File: src/saw_pkg.sv
// ----------------------------------------------------------------------------
// saw_pkg: shared types and constants for the stop-and-wait ARQ sender
// Header layout, request and result codes, and the header checksum.
// ----------------------------------------------------------------------------
package saw_pkg;

	localparam int FLAGS_W = 5;
	localparam int SEQ_W   = 16;
	localparam int LEN_W   = 11;
	localparam int CNT_W   = 16;
	localparam int CK_W    = 16;
	localparam int RETRY_W = 3;
	localparam int TICK_W  = 16;
	localparam int REQ_W   = 2;
	localparam int KIND_W  = 3;

	localparam int IN_DATA_W  = 80;
	localparam int OUT_DATA_W = 88;

	localparam int CFG_IDX_W  = 1;
	localparam int CFG_DATA_W = 16;

	localparam int OQ_DEPTH = 4;
	localparam int OQ_AW    = 2;
	localparam int OQ_CW    = 3;

	localparam logic [TICK_W-1:0]  TIMEOUT_RST     = 16'd2000;
	localparam logic [TICK_W-1:0]  TICK_MAX        = 16'hFFFF;
	localparam logic [RETRY_W-1:0] RETRY_LIMIT_RST = 3'd5;
	localparam logic [RETRY_W-1:0] RETRY_MAX       = 3'd7;

	// flag bit positions
	localparam int F_SYN   = 0;
	localparam int F_ACK   = 1;
	localparam int F_FIN   = 2;
	localparam int F_START = 3;

	// configuration register indexes
	localparam logic [CFG_IDX_W-1:0] CFG_TIMEOUT = 1'b0;
	localparam logic [CFG_IDX_W-1:0] CFG_RETRY   = 1'b1;

	typedef enum logic [REQ_W-1:0] {
		REQ_TICK  = 2'd0,
		REQ_NEW   = 2'd1,
		REQ_REPLY = 2'd2
	} req_t;

	typedef enum logic [KIND_W-1:0] {
		KIND_TX    = 3'd0,
		KIND_RETX  = 3'd1,
		KIND_ACKED = 3'd2,
		KIND_ABORT = 3'd3,
		KIND_BUSY  = 3'd4
	} kind_t;

	// packed MSB first, so flags land in the low bits of a word
	typedef struct packed {
		logic [CK_W-1:0]    checksum;
		logic [CNT_W-1:0]   count;
		logic [LEN_W-1:0]   length;
		logic [SEQ_W-1:0]   ack;
		logic [SEQ_W-1:0]   seq;
		logic [FLAGS_W-1:0] flags;
	} hdr_t;

	typedef struct packed {
		logic [REQ_W-1:0] req;
		hdr_t             hdr;
		logic [CK_W-1:0]  sum_inv;
	} item_t;

	typedef struct packed {
		kind_t              kind;
		logic               last;
		logic [RETRY_W-1:0] retries;
		hdr_t               hdr;
	} res_t;

	typedef struct packed {
		logic push0;
		logic push1;
		res_t res0;
		res_t res1;
	} oq_push_t;

	// Inverted ones'-complement sum of the 10 header bytes before the checksum,
	// little-endian byte order paired high/low. Folding the total twice matches
	// the running end-around carry.
	function automatic logic [CK_W-1:0] hdr_sum_inv(input hdr_t h);
		logic [18:0] total;
		logic [16:0] f1;
		logic [15:0] f2;
		total = {6'b000000, h.flags, 8'h00}
			+ {3'b000, h.seq[7:0], h.seq[15:8]}
			+ {3'b000, h.ack[7:0], h.ack[15:8]}
			+ {3'b000, h.length[7:0], 5'b00000, h.length[10:8]}
			+ {3'b000, h.count[7:0], h.count[15:8]};
		f1 = {1'b0, total[15:0]} + {14'd0, total[18:16]};
		f2 = f1[15:0] + {15'd0, f1[16]};
		return ~f2;
	endfunction

endpackage

File: src/saw_ingress.sv
// ----------------------------------------------------------------------------
// saw_ingress: input register
// Captures a request word and its header checksum for the core.
// ----------------------------------------------------------------------------
module saw_ingress (
	input  logic                       clk,
	input  logic                       arst_n,
	input  logic                       in_valid,
	output logic                       in_ready,
	input  logic [saw_pkg::REQ_W-1:0]  in_req,
	input  saw_pkg::hdr_t              in_hdr,
	input  logic                       take,
	output logic                       valid_s1,
	output saw_pkg::item_t             item_s1
);

	logic           valid_s1_q;
	saw_pkg::item_t item_s1_q;

	assign in_ready = !valid_s1_q || take;

	always_ff @(posedge clk or negedge arst_n) begin
		if (!arst_n) begin
			valid_s1_q <= 1'b0;
		end else if (in_ready) begin
			valid_s1_q <= in_valid;
		end
	end

	always_ff @(posedge clk) begin
		if (in_ready && in_valid) begin
			item_s1_q.req     <= in_req;
			item_s1_q.hdr     <= in_hdr;
			item_s1_q.sum_inv <= saw_pkg::hdr_sum_inv(in_hdr);
		end
	end

	assign valid_s1 = valid_s1_q;
	assign item_s1  = item_s1_q;

endmodule

File: src/saw_core.sv
// ----------------------------------------------------------------------------
// saw_core: ARQ state and result generation
// Holds the outstanding header, timer and retry count; emits up to two words.
// ----------------------------------------------------------------------------
module saw_core (
	input  logic                            clk,
	input  logic                            arst_n,
	input  logic                            cfg_we,
	input  logic [saw_pkg::CFG_IDX_W-1:0]   cfg_index,
	input  logic [saw_pkg::CFG_DATA_W-1:0]  cfg_wdata,
	input  logic                            valid_s1,
	input  saw_pkg::item_t                  item_s1,
	input  logic                            room,
	output logic                            take,
	output saw_pkg::oq_push_t               push
);

	logic [saw_pkg::TICK_W-1:0]  timeout_q;
	logic [saw_pkg::RETRY_W-1:0] limit_q;

	logic                        waiting_q, waiting_n;
	saw_pkg::hdr_t               held_q, held_n;
	logic [saw_pkg::TICK_W-1:0]  elapsed_q, elapsed_n, elapsed_inc;
	logic [saw_pkg::RETRY_W-1:0] retry_q, retry_n;
	logic                        fire;
	logic                        control;
	logic [saw_pkg::SEQ_W-1:0]   want_ack;
	logic                        reply_ok;
	logic                        emit0, emit1;
	saw_pkg::kind_t              kind0;

	assign fire     = valid_s1 && room;
	assign take     = fire;
	assign control  = held_q.flags[saw_pkg::F_SYN] || held_q.flags[saw_pkg::F_FIN]
		|| held_q.flags[saw_pkg::F_START];
	assign want_ack = control ? held_q.seq + 16'd1 : held_q.seq;
	assign elapsed_inc = (elapsed_q == saw_pkg::TICK_MAX) ? elapsed_q : elapsed_q + 16'd1;

	assign reply_ok = item_s1.hdr.flags[saw_pkg::F_ACK]
		&& (item_s1.hdr.checksum == item_s1.sum_inv)
		&& (item_s1.hdr.ack == want_ack)
		&& !(held_q.flags[saw_pkg::F_SYN] && !item_s1.hdr.flags[saw_pkg::F_SYN]);

	always_comb begin
		waiting_n = waiting_q;
		held_n    = held_q;
		elapsed_n = elapsed_q;
		retry_n   = retry_q;
		emit0     = 1'b0;
		emit1     = 1'b0;
		kind0     = saw_pkg::KIND_TX;
		case (item_s1.req)
			saw_pkg::REQ_TICK: begin
				if (waiting_q) begin
					if (elapsed_inc > timeout_q) begin
						elapsed_n = '0;
						retry_n   = (retry_q == saw_pkg::RETRY_MAX) ? retry_q
							: retry_q + 3'd1;
						emit0     = 1'b1;
						kind0     = saw_pkg::KIND_RETX;
						if (!control && retry_n >= limit_q) begin
							// data packet out of retries: retransmit, then abort
							emit1     = 1'b1;
							waiting_n = 1'b0;
						end
					end else begin
						elapsed_n = elapsed_inc;
					end
				end
			end
			saw_pkg::REQ_NEW: begin
				emit0 = 1'b1;
				if (waiting_q) begin
					kind0 = saw_pkg::KIND_BUSY;
				end else begin
					kind0           = saw_pkg::KIND_TX;
					held_n          = item_s1.hdr;
					held_n.checksum = item_s1.sum_inv;
					elapsed_n       = '0;
					retry_n         = '0;
					waiting_n       = 1'b1;
				end
			end
			saw_pkg::REQ_REPLY: begin
				if (waiting_q && reply_ok) begin
					emit0     = 1'b1;
					kind0     = saw_pkg::KIND_ACKED;
					waiting_n = 1'b0;
				end
			end
			default: begin
			end
		endcase
	end

	always_comb begin
		push.push0        = fire && emit0;
		push.push1        = fire && emit1;
		push.res0.kind    = kind0;
		push.res0.last    = !emit1;
		push.res0.retries = retry_n;
		push.res0.hdr     = held_n;
		push.res1.kind    = saw_pkg::KIND_ABORT;
		push.res1.last    = 1'b1;
		push.res1.retries = retry_n;
		push.res1.hdr     = held_n;
	end

	always_ff @(posedge clk or negedge arst_n) begin
		if (!arst_n) begin
			timeout_q <= saw_pkg::TIMEOUT_RST;
			limit_q   <= saw_pkg::RETRY_LIMIT_RST;
		end else if (cfg_we) begin
			case (cfg_index)
				saw_pkg::CFG_TIMEOUT: timeout_q <= cfg_wdata;
				saw_pkg::CFG_RETRY:   limit_q   <= cfg_wdata[saw_pkg::RETRY_W-1:0];
				default: begin
				end
			endcase
		end
	end

	always_ff @(posedge clk or negedge arst_n) begin
		if (!arst_n) begin
			waiting_q <= 1'b0;
			held_q    <= '0;
			elapsed_q <= '0;
			retry_q   <= '0;
		end else if (fire) begin
			waiting_q <= waiting_n;
			held_q    <= held_n;
			elapsed_q <= elapsed_n;
			retry_q   <= retry_n;
		end
	end

	// an abort always ends the wait
	a_abort_idles: assert property (@(posedge clk) disable iff (!arst_n)
		push.push1 |=> !waiting_q)
		else $error("abort left the sender waiting");

	// a fresh transmit starts a clean timer and retry count
	a_tx_arms: assert property (@(posedge clk) disable iff (!arst_n)
		(push.push0 && push.res0.kind == saw_pkg::KIND_TX)
		|=> (waiting_q && retry_q == '0 && elapsed_q == '0))
		else $error("transmit did not arm the wait state");

endmodule

File: src/saw_outq.sv
// ----------------------------------------------------------------------------
// saw_outq: result queue
// Four-entry queue, two writes and one read per cycle.
// ----------------------------------------------------------------------------
module saw_outq (
	input  logic              clk,
	input  logic              arst_n,
	input  saw_pkg::oq_push_t push,
	output logic              room,
	output logic              out_valid,
	input  logic              out_ready,
	output saw_pkg::res_t     head
);

	saw_pkg::res_t              mem_q [saw_pkg::OQ_DEPTH];
	logic [saw_pkg::OQ_AW-1:0]  wptr_q, rptr_q;
	logic [saw_pkg::OQ_CW-1:0]  count_q;
	logic                       pop;

	assign out_valid = count_q != '0;
	assign pop       = out_valid && out_ready;
	assign room      = count_q <= saw_pkg::OQ_CW'(saw_pkg::OQ_DEPTH - 2);
	assign head      = mem_q[rptr_q];

	always_ff @(posedge clk) begin
		if (push.push0) begin
			mem_q[wptr_q] <= push.res0;
		end
		if (push.push1) begin
			mem_q[wptr_q + 2'd1] <= push.res1;
		end
	end

	always_ff @(posedge clk or negedge arst_n) begin
		if (!arst_n) begin
			wptr_q  <= '0;
			rptr_q  <= '0;
			count_q <= '0;
		end else begin
			wptr_q  <= wptr_q + {1'b0, push.push0} + {1'b0, push.push1};
			rptr_q  <= rptr_q + {1'b0, pop};
			count_q <= count_q + {2'b00, push.push0} + {2'b00, push.push1}
				- {2'b00, pop};
		end
	end

	a_no_overflow: assert property (@(posedge clk) disable iff (!arst_n)
		count_q <= saw_pkg::OQ_CW'(saw_pkg::OQ_DEPTH))
		else $error("result queue overflow");

	a_push_has_room: assert property (@(posedge clk) disable iff (!arst_n)
		push.push0 |-> count_q <= saw_pkg::OQ_CW'(saw_pkg::OQ_DEPTH - 2))
		else $error("push into a queue without room for two words");

endmodule

File: src/stop_and_wait_arq_sender.sv
// ----------------------------------------------------------------------------
// stop_and_wait_arq_sender: sender side of a stop-and-wait ARQ link
// Builds checksummed headers, tracks the outstanding one, retransmits on
// timeout and aborts data packets after the retry limit.
// ----------------------------------------------------------------------------
// Usage:
//   Slave stream: one request word per handshake. tuser selects tick, new
//   header or received reply; tdata carries the header fields.
//   Master stream: result words. tuser is the result kind (transmit,
//   retransmit, acknowledged, aborted, busy); tdata carries the stored
//   header, its checksum and the retry count; tlast marks the final word
//   a request produced (only a retry abort produces two).
//   Config: cfg_we writes timeout (index 0) or retry limit (index 1);
//   write only while no request is in flight.
// Path: a taken request is held in the input register, then the core's
//   state update writes its result words into the result queue, whose
//   head is shown on the master side.
// Throughput: one request per cycle while the result queue has room for
//   two more words; the queue drains one word per cycle.
// Reset: sender idle, header, timer and retry count cleared, timeout 2000,
//   retry limit 5, result queue empty.
// Stall: the four-entry result queue absorbs output stalls; once it cannot
//   take two more words the core holds and s_axis_tready drops.
// ----------------------------------------------------------------------------
module stop_and_wait_arq_sender (
	input  logic                             clk,
	input  logic                             arst_n,
	input  logic                             s_axis_tvalid,
	output logic                             s_axis_tready,
	// flags[4:0], seq[20:5], ack[36:21], length[47:37], count[63:48],
	// checksum[79:64]
	input  logic [saw_pkg::IN_DATA_W-1:0]    s_axis_tdata,
	// req_type[1:0]
	input  logic [saw_pkg::REQ_W-1:0]        s_axis_tuser,
	output logic                             m_axis_tvalid,
	input  logic                             m_axis_tready,
	// tx_flags[4:0], tx_seq[20:5], tx_ack[36:21], tx_length[47:37],
	// tx_count[63:48], tx_checksum[79:64], retries_used[82:80], zero pad
	output logic [saw_pkg::OUT_DATA_W-1:0]   m_axis_tdata,
	// out_kind[2:0]
	output logic [saw_pkg::KIND_W-1:0]       m_axis_tuser,
	output logic                             m_axis_tlast,
	input  logic                             cfg_we,
	input  logic [saw_pkg::CFG_IDX_W-1:0]    cfg_index,
	input  logic [saw_pkg::CFG_DATA_W-1:0]   cfg_wdata
);

	logic              valid_s1;
	saw_pkg::item_t    item_s1;
	logic              take;
	logic              room;
	saw_pkg::oq_push_t push;
	saw_pkg::res_t     head;

	// request capture and checksum
	saw_ingress u_ingress (
		.clk      (clk),
		.arst_n   (arst_n),
		.in_valid (s_axis_tvalid),
		.in_ready (s_axis_tready),
		.in_req   (s_axis_tuser),
		.in_hdr   (saw_pkg::hdr_t'(s_axis_tdata)),
		.take     (take),
		.valid_s1 (valid_s1),
		.item_s1  (item_s1)
	);

	// protocol state; fires only when the queue has room for two words
	saw_core u_core (
		.clk       (clk),
		.arst_n    (arst_n),
		.cfg_we    (cfg_we),
		.cfg_index (cfg_index),
		.cfg_wdata (cfg_wdata),
		.valid_s1  (valid_s1),
		.item_s1   (item_s1),
		.room      (room),
		.take      (take),
		.push      (push)
	);

	saw_outq u_outq (
		.clk       (clk),
		.arst_n    (arst_n),
		.push      (push),
		.room      (room),
		.out_valid (m_axis_tvalid),
		.out_ready (m_axis_tready),
		.head      (head)
	);

	assign m_axis_tdata = {5'b00000, head.retries, head.hdr};
	assign m_axis_tuser = head.kind;
	assign m_axis_tlast = head.last;

endmodule
File: config.mk
export PLATFORM = sky130hd
export DESIGN_NAME = stop_and_wait_arq_sender
export DESIGN_NICKNAME = d
export VERILOG_FILES = /design/src/saw_pkg.sv /design/src/saw_ingress.sv /design/src/saw_core.sv /design/src/saw_outq.sv /design/src/stop_and_wait_arq_sender.sv
export SDC_FILE = /design/constraint.sdc
export NUM_CORES = 1
export LEC_CHECK = 0
export ABC_AREA = 1
export BUFFER_PORTS_ARGS = -buffer_cell sky130_fd_sc_hd__buf_2
export CORE_MARGIN = 2
export CORE_UTILIZATION = 45
export DETAILED_ROUTE_END_ITERATION = 10
export GPL_TIMING_DRIVEN = 0
export HOLD_SLACK_MARGIN = 0.1
export PLACE_DENSITY_LB_ADDON = 0.1
export SLEW_MARGIN = 20
export SYNTH_ARGS = -nofsm -noshare
export SYNTH_HDL_FRONTEND = slang
export SYNTH_SLANG_ARGS = --single-unit
File: constraint.sdc
create_clock -name clk -period 5.67 [get_ports clk]
set_input_delay 0.567 -clock clk [delete_from_list [all_inputs] [get_ports clk]]
set_output_delay 0.567 -clock clk [all_outputs]
set_load 0.03 [all_outputs]
==> metrics.log, run 1 <==
INFO  metric result_of_the_run = finished with violations
INFO  metric violations_in_the_final_reports = negative setup slack
INFO  metric track_usage = 0.266
INFO  metric detailed_place_hpwl = 59,100 µm
INFO  metric clockRootBuffer = clkbuf_16
INFO  metric finish.cell_count_without_fillers = 3,993
INFO  metric grt_setup_unrepaired = true
INFO  metric cts_buffers = 59
INFO  metric post_synth_inst_count = 2,807
INFO  metric worst_hold_slack = 0.139 ns
INFO  metric cp_data_required_time = 6.03 ns
INFO  metric fin_nets = 3,346
INFO  metric post-route-drc-count = 0
INFO  metric transition_time_at_the_pin_with_the_least_slew_margin = 1.10 ns
INFO  metric post-route-worst-setup-slack = -1.02 ns
INFO  metric syn2layout_area_growth = 19.3%
INFO  metric vias = 21,500
INFO  metric leakagePower = 13.3 nW
INFO  metric final_antenna_net_count = 0
INFO  metric critPathMaxFanout = 4
INFO  metric intPower = 0.00952 W
INFO  metric ir_worst_vdd = 293 µV
INFO  metric die_w = 252 µm
INFO  metric die_height = 252 µm
INFO  metric timing.critical_path.from_type = input pin
INFO  metric crit_path_top_delay_cell = fa_2
INFO  metric place.port_buffers = 192
INFO  metric finalCriticalPeriod = 6.69 ns
INFO  metric via_count_of_the_first_global_routing_pass = 20,900
INFO  metric crit_buf_inv = 6
INFO  metric flop_pwr_share = 0.328
INFO  metric cp-end-kind = flop
INFO  metric power.density = 516 mW/mm²
INFO  metric avgViaCountPerCell = 5.40
INFO  metric total_power = 0.0171 W
INFO  metric grt_antenna_before_repair = 8
INFO  metric clock_tree.htree_level_count = 2
INFO  metric power_switching = 0.00757 W
INFO  metric ys_ff_latch = 573
INFO  metric yosys_synthesis_warning_count = 0
INFO  metric pin_count_of_the_biggest_net_entering_global_routing = 85
INFO  metric gp_routability_congestion = 0.905
INFO  metric grt.overflow.total = 0
INFO  metric dp.cells = 3,797
INFO  metric synth_area = 0.0278 mm²
INFO  metric cts_tree = built
INFO  metric final-max-slew-violation-count = 0
INFO  metric fmax = 150 MHz
INFO  metric skew = 0.0232 ns
INFO  metric num_rows = 91
INFO  metric drt-total-wl = 85,900 µm
INFO  metric synth-edff-count = 430
INFO  metric layout_cells_sized_above_1 = 0.165
INFO  metric placeableCoreArea = 0.0614 mm²
INFO  metric most_used_dff_post_synth = edfxtp_1
INFO  metric initial_util = 0.453
INFO  metric max_cap_violations = 0
INFO  metric max_incr_delay_on_cp = 0.59 ns
INFO  metric path_class = in2reg
INFO  metric utilization = 0.540
INFO  metric relSlewSlack = 0.260
INFO  metric cts.path.max_buffers = 3
INFO  metric clk_pin_slew_worst_paths = 0.06 ns
INFO  metric dieArea = 0.0637 mm²
INFO  metric power.share.switching = 0.443
INFO  metric cp_top_family = adder cells
INFO  metric worst_hold_path_type = in2reg
INFO  metric synth_async_sr_flop_share = 0.222
INFO  metric report.final.hold_viol_count = 0
INFO  metric synth-seq-area-share = 0.591
INFO  metric detail_route.iter0.violations = 1,626
INFO  metric ioPinCount = 198
INFO  metric drtPass1Iterations = 6
INFO  metric clk_latency = 0.63 ns
INFO  metric synth.avg_cell_area = 9.90 µm²
INFO  metric worst_ep_arrival_time = 7.05 ns
INFO  metric clock_power_share = 0.224
INFO  metric clock_sink_count = 573
INFO  metric pwr-share-comb = 0.447
INFO  metric avgRoutedWirePerCell = 21.5 µm
INFO  metric netlist-cell-type-count = 45
INFO  metric grt_pass1_wl = 127,000 µm
INFO  metric final_min_period_over_clock_period = 1.18
INFO  metric setup_viol = 14
timing repair:
item / 4_1_cts / 5_1_grt
hold buffers: 17 / 0
gates resized for setup: 67 / 46
gates cloned: 3 / 0
pin swaps: 62 / 30
setup endpoints to repair: 631 / 339
endpoints found under the hold margin: 78 / 0
setup buffers: 46 / 19
path summary, 6_finish.rpt:
| kind | from | to | slack [ns] | cells past startpoint |
|---|---|---|---|---|
| hold reg to reg | u_outq.mem_q[2][84] | u_outq.mem_q[2][84] | 0.46 | 2 |
| setup reg to reg | u_core.elapsed_q[0] | u_outq.count_q[2] | 0.49 | 30 |
| min in group asynchronous | arst_n | u_core.timeout_q[11] | 0.53 | 2 |
| hold / removal | s_axis_tdata[74] | u_ingress.item_s1[90] | 0.14 | 1 |
| setup / recovery | s_axis_tdata[0] | u_ingress.item_s1[12] | -1.02 | 42 |
| max in group asynchronous | arst_n | u_core.held_q[46] | 4.39 | 3 |
kinds of logic (layout without fill, tap and decap cells):
kind of cell,Yosys count,in the layout,synth area share
AND/OR/NAND/NOR,1177,1178,0.172
flip-flops,573,573,0.591
buffers and inverters,388,775,0.0590
XOR/XNOR,55,55,0.0178
adder cells (fa/ha/maj),94,94,0.0510
AO/OA/AOI/OAI,467,467,0.0898
other,1,9,0.000135
multiplexers,52,52,0.0187
per-layer routing:
layer  GRT usage  wire length (µm)  up-vias
li1            -                 -    10200
met1       0.364             37400    10600
met2       0.438             41200      641
met3      0.0375              4450      155
met4      0.0886              2850        4
met5           0                25        -
state kept, by name, summed over array words and instances, names as in the netlist:
name	count
u_ingress.valid_s1	1
u_core.held_q	80
u_outq.count_q	3
u_core.waiting_q	1
u_outq.rptr_q	2
u_core.timeout_q	16
u_outq.mem_q	348
u_outq.wptr_q	2
u_core.elapsed_q	16
u_core.retry_q	3
u_ingress.item_s1	98
u_core.limit_q	3
stage by stage:
stage               setup TNS [ns]  area, µm²  worst slack (ns)
detailed placement         -288.31      30100             -2.63
floorplan                   -10.95      28000             -1.15
CTS                          -7.22      32800            -0.839
global placement           -810.51      29900             -2.54
finish                       -9.83      33100             -1.02
global route                -13.93      33100             -1.33
placed cells by master, fill, tap and decap left out, types with 5 or more instances in the layout:
master         count
clkbuf_1          99
clkbuf_16         60
dfstp_2            8
xor2_1            32
inv_1            229
conb_1             5
nor3_1            10
nor2_4             8
fa_1              30
dfxtp_1           16
nor2_2            10
nand3_2           16
nand2_1          380
nand4_1           47
inv_2             20
buf_6             25
xnor2_1           15
o22ai_1          102
buf_1              6
a21oi_2            8
mux2i_1           52
dlygate4sd3_1     17
ha_1              49
dfrtp_1          119
buf_4             60
nand2_2           13
buf_2            205
ha_4              11
nor2_1           594
a21oi_1           34
edfxtp_1         430
nand3b_1           5
clkinv_1          11
clkinv_2          15
o21ai_0          304
nand2_4            8
nand3_1           67
area by class of cell:
class	instances	area, µm²
multi-input cells	1851	10400
plain buffers	134	683
diodes	4	10.0
fillers	5533	28200
inverters	254	966
repair buffers	275	1820
clock inverters	37	308
flip-flops and latches	573	16400
clock buffers	75	1580
well taps	790	988
Yosys cell counts (all sizes together) (16+ instances only):
cell    number  area, µm²
a21oi       44        220
buf         48        358
clkbuf      86        323
dfrtp      119       2980
dfxtp       16        320
edfxtp     430      12900
fa          32        641
ha          62        776
inv        253        955
mux2i       52        521
nand2      404       1530
nand3       87        490
nand4       47        294
nor2       612       2320
o21ai      308       1540
o22ai      102        638
xnor2       19        166
xor2        35        307
power by group through the flow:
stage	Clock, W	Combinational [W]	Sequential [W]
after global routing	0.00405	0.00830	0.00567
after floorplan	0	0.00468	0.00557
after detailed placement	0	0.00718	0.00569
after CTS	0.00388	0.00745	0.00560
final	0.00383	0.00765	0.00561
after global placement	0	0.00706	0.00571
No activity file was read; power rests on OpenSTA's default activity.
==> run 2: changes to the inputs <==
--- a/config.mk
+++ b/config.mk
@@ -9,2 +9,3 @@
 export BUFFER_PORTS_ARGS = -buffer_cell sky130_fd_sc_hd__buf_2
+export CORE_ASPECT_RATIO = 1.1
 export CORE_MARGIN = 2
--- a/constraint.sdc
+++ b/constraint.sdc
@@ -3,2 +3,2 @@
 set_output_delay 0.567 -clock clk [all_outputs]
-set_load 0.03 [all_outputs]
+set_load 0.01 [all_outputs]
==> run 2 against run 1 <==
Compared with the run above:
- the run still ends with negative setup slack left
- critical endpoint is now u_ingress.item_s1[13]
- largest cell class unchanged
- count of clock-buffer cells in the layout rose by 7
- register-to-register slack gained 0.02 ns
- routed wire length rose by 0.66%
- clock skew is 0.0042 ns lower
- cell count increased by 0.43%
- worst hold slack worse by 0.012 ns
- combinational power shrank 10%
==> metrics.log, run 2 (synthesized netlist as in run 1, its figures left out) <==
INFO  metric result_of_the_run = finished with violations
INFO  metric violations_in_the_final_reports = negative setup slack
INFO  metric total_power = 0.0166 W (-2.9%)
INFO  metric detailed_place_hpwl = 58,900 µm (-0.41%)
INFO  metric layout_commonest_cell = nor2_1
INFO  metric place.port_buffers = 192 (unchanged)
INFO  metric max_cap_violations = 0 (unchanged)
INFO  metric power.density = 501 mW/mm² (-2.9%)
INFO  metric clk_latency = 0.62 ns (about the same)
INFO  metric fmax = 151 MHz (+0.65%)
INFO  metric finish.cell_count_without_fillers = 4,010 (+0.43%)
INFO  metric dp.cells = 3,831 (+0.90%)
INFO  metric post-route-drc-count = 0 (unchanged)
INFO  metric final_min_period_over_clock_period = 1.17 (-0.00765)
INFO  metric track_usage = 0.269 (+0.00276)
INFO  metric crit_path_top_delay_cell = fa_2
INFO  metric clk_pin_slew_worst_paths = 0.06 ns (about the same)
INFO  metric multi_input_area = 0.0104 mm² (-0.19%)
INFO  metric transition_time_at_the_pin_with_the_least_slew_margin = 1.18 ns (+0.0801 ns)
INFO  metric ir_worst_vdd = 356 µV (+22%)
INFO  metric avgRoutedWirePerCell = 21.6 µm (+0.24%)
INFO  metric drt-total-wl = 86,500 µm (+0.66%)
INFO  metric hold_path_startpoint = s_axis_tuser[0]
INFO  metric post-route-worst-setup-slack = -0.972 ns (+0.0434 ns)
INFO  metric die_w = 241 µm (-4.6%)
INFO  metric worst_hold_slack = 0.127 ns (-0.0117 ns)
INFO  metric crit_path_frequent_cell = nand3_2
INFO  metric detailed_place.area = 0.0301 mm² (+0.14%)
INFO  metric setup_viol = 13 (-1)
INFO  metric num_rows = 95 (+4.4%)
INFO  metric worst_ep_arrival_time = 7.01 ns (-0.04 ns)
INFO  metric clockRootBuffer = clkbuf_16
INFO  metric placeableCoreArea = 0.0611 mm² (-0.45%)
INFO  metric clock_tree.htree_level_count = 2 (unchanged)
INFO  metric critPathMaxFanout = 3 (-1)
INFO  metric leakagePower = 13.3 nW (about the same)
INFO  metric worstReg2RegStart = u_core.elapsed_q[1]
INFO  metric largest_register = u_outq.mem_q
INFO  metric finish.instance_area = 0.0332 mm² (about the same)
INFO  metric fillers = 5,485 (-0.87%)
INFO  metric cts_buffers = 59 (unchanged)
INFO  metric drtPass1Iterations = 6 (unchanged)
INFO  metric grt.overflow.total = 0 (unchanged)
INFO  metric vias = 21,400 (-0.63%)
INFO  metric finalCriticalPeriod = 6.64 ns (-0.0434 ns)
INFO  metric report.final.hold_viol_count = 0 (unchanged)
INFO  metric detail_route.iter0.violations = 1,765 (+8.5%)
INFO  metric grt_setup_unrepaired = true
INFO  metric initial_util = 0.455 (+0.00203)
INFO  metric die_height = 265 µm (+4.8%)
INFO  metric pin_count_of_the_biggest_net_entering_global_routing = 85 (unchanged)
INFO  metric flip_flop_count_of_the_largest_register_all_copies_and_words_added = 348 (unchanged)
INFO  metric relSlewSlack = 0.215 (-0.0456)
INFO  metric setup_tns = -9.05 ns (+0.772 ns)
INFO  metric final-max-slew-violation-count = 0 (unchanged)
INFO  metric worst_hold_path_type = in2reg
INFO  metric cts.path.max_buffers = 3 (unchanged)
INFO  metric ioPinCount = 198 (unchanged)
INFO  metric cts_tree = built
INFO  metric crit_buf_inv = 6 (unchanged)
INFO  metric dieArea = 0.0637 mm² (about the same)
INFO  metric layout.area.seq = 0.0164 mm² (unchanged)
INFO  metric layout_cells_sized_above_1 = 0.158 (-0.00698)
INFO  metric cp-end-kind = flop
INFO  metric syn2layout_area_growth = 19.4% (about the same)
INFO  metric layout.cells.most_common_list = nor2_1, edfxtp_1, nand2_1, o21ai_0, inv_1
INFO  metric final_antenna_net_count = 0 (unchanged)
INFO  metric grt_antenna_before_repair = 9 (+1)
INFO  metric avgViaCountPerCell = 5.34 (-1.0%)
INFO  metric max_incr_delay_on_cp = 0.60 ns (about the same)
INFO  metric path_class = in2reg
INFO  metric skew = 0.0190 ns (-0.00418 ns)
INFO  metric timing.critical_path.from = s_axis_tdata[0]
INFO  metric fin_nets = 3,330 (-0.48%)
INFO  metric timing.critical_path.from_type = input pin
INFO  metric gp_routability_congestion = 0.930 (+2.8%)
INFO  metric clock_sink_count = 573 (unchanged)
INFO  metric via_count_of_the_first_global_routing_pass = 21,100 (+0.77%)
INFO  metric grt_pass1_wl = 127,000 µm (+0.16%)
INFO  metric cp_top_family = adder cells
INFO  metric cp_data_required_time = 6.04 ns (about the same)
## run 2: changes by cell type in the layout (fill, tap and decap cells not counted), moves of 4 or more
cell        previous run  this run
a21oi_2                8         4
buf_4                 60        41
bufinv_16              4        10
clkinv_2              15        10
clkinvlp_4             4         0
## run 2: metrics by stage
stage                     utilization  setup WS (ns)
final                           0.543         -0.972
after global routing            0.543          -1.34
after CTS                       0.538         -0.853
after detailed placement        0.493          -2.57
after global placement          0.490          -2.49
after floorplan                     -          -1.15
## run 2: layout make-up
cell class	count	area share
Tap cell	824	0.0311
Inverter	254	0.0291
Timing Repair Buffer	257	0.0503
Buffer	133	0.0204
Multi-Input combinational cell	1854	0.312
Antenna cell	4	0.000302
Clock inverter	29	0.0117
Clock buffer	82	0.0499
Sequential cell	573	0.495
## run 2: per-layer routing
metal,global-route usage,vias to the layer above,wire [µm]
li1,-,10100,-
met1,0.357,10400,35600
met2,0.443,704,42000
met3,0.0445,153,5440
met4,0.103,6,3450
met5,0,-,35
## run 2: timing repair
action / in CTS / in global routing
endpoints found under the hold margin: 67 / 1
setup buffers: 31 / 13
pin swaps: 60 / 27
gates resized for setup: 60 / 43
hold buffers: 15 / 1
setup endpoints to repair: 539 / 382
cloned: 2 / 3
## run 2: path summary, 6_finish.rpt
| path | cells after the start | slack, ns | to |
|---|---|---|---|
| max in group asynchronous | 3 | 4.38 | u_core.held_q[37] |
| min in group asynchronous | 2 | 0.46 | u_core.timeout_q[13] |
| min | 1 | 0.13 | u_ingress.item_s1[96] |
| min reg2reg | 2 | 0.46 | u_outq.mem_q[2][85] |
| max reg2reg | 29 | 0.51 | u_outq.mem_q[3][10] |
| max | 42 | -0.97 | u_ingress.item_s1[13] |
## run 2: power by group
group | internal [W] | switching [W]
clock | 0.00248 | 0.00165
sequential | 0.00524 | 0.000368
combinational | 0.00208 | 0.00478
total | 0.00980 | 0.00680
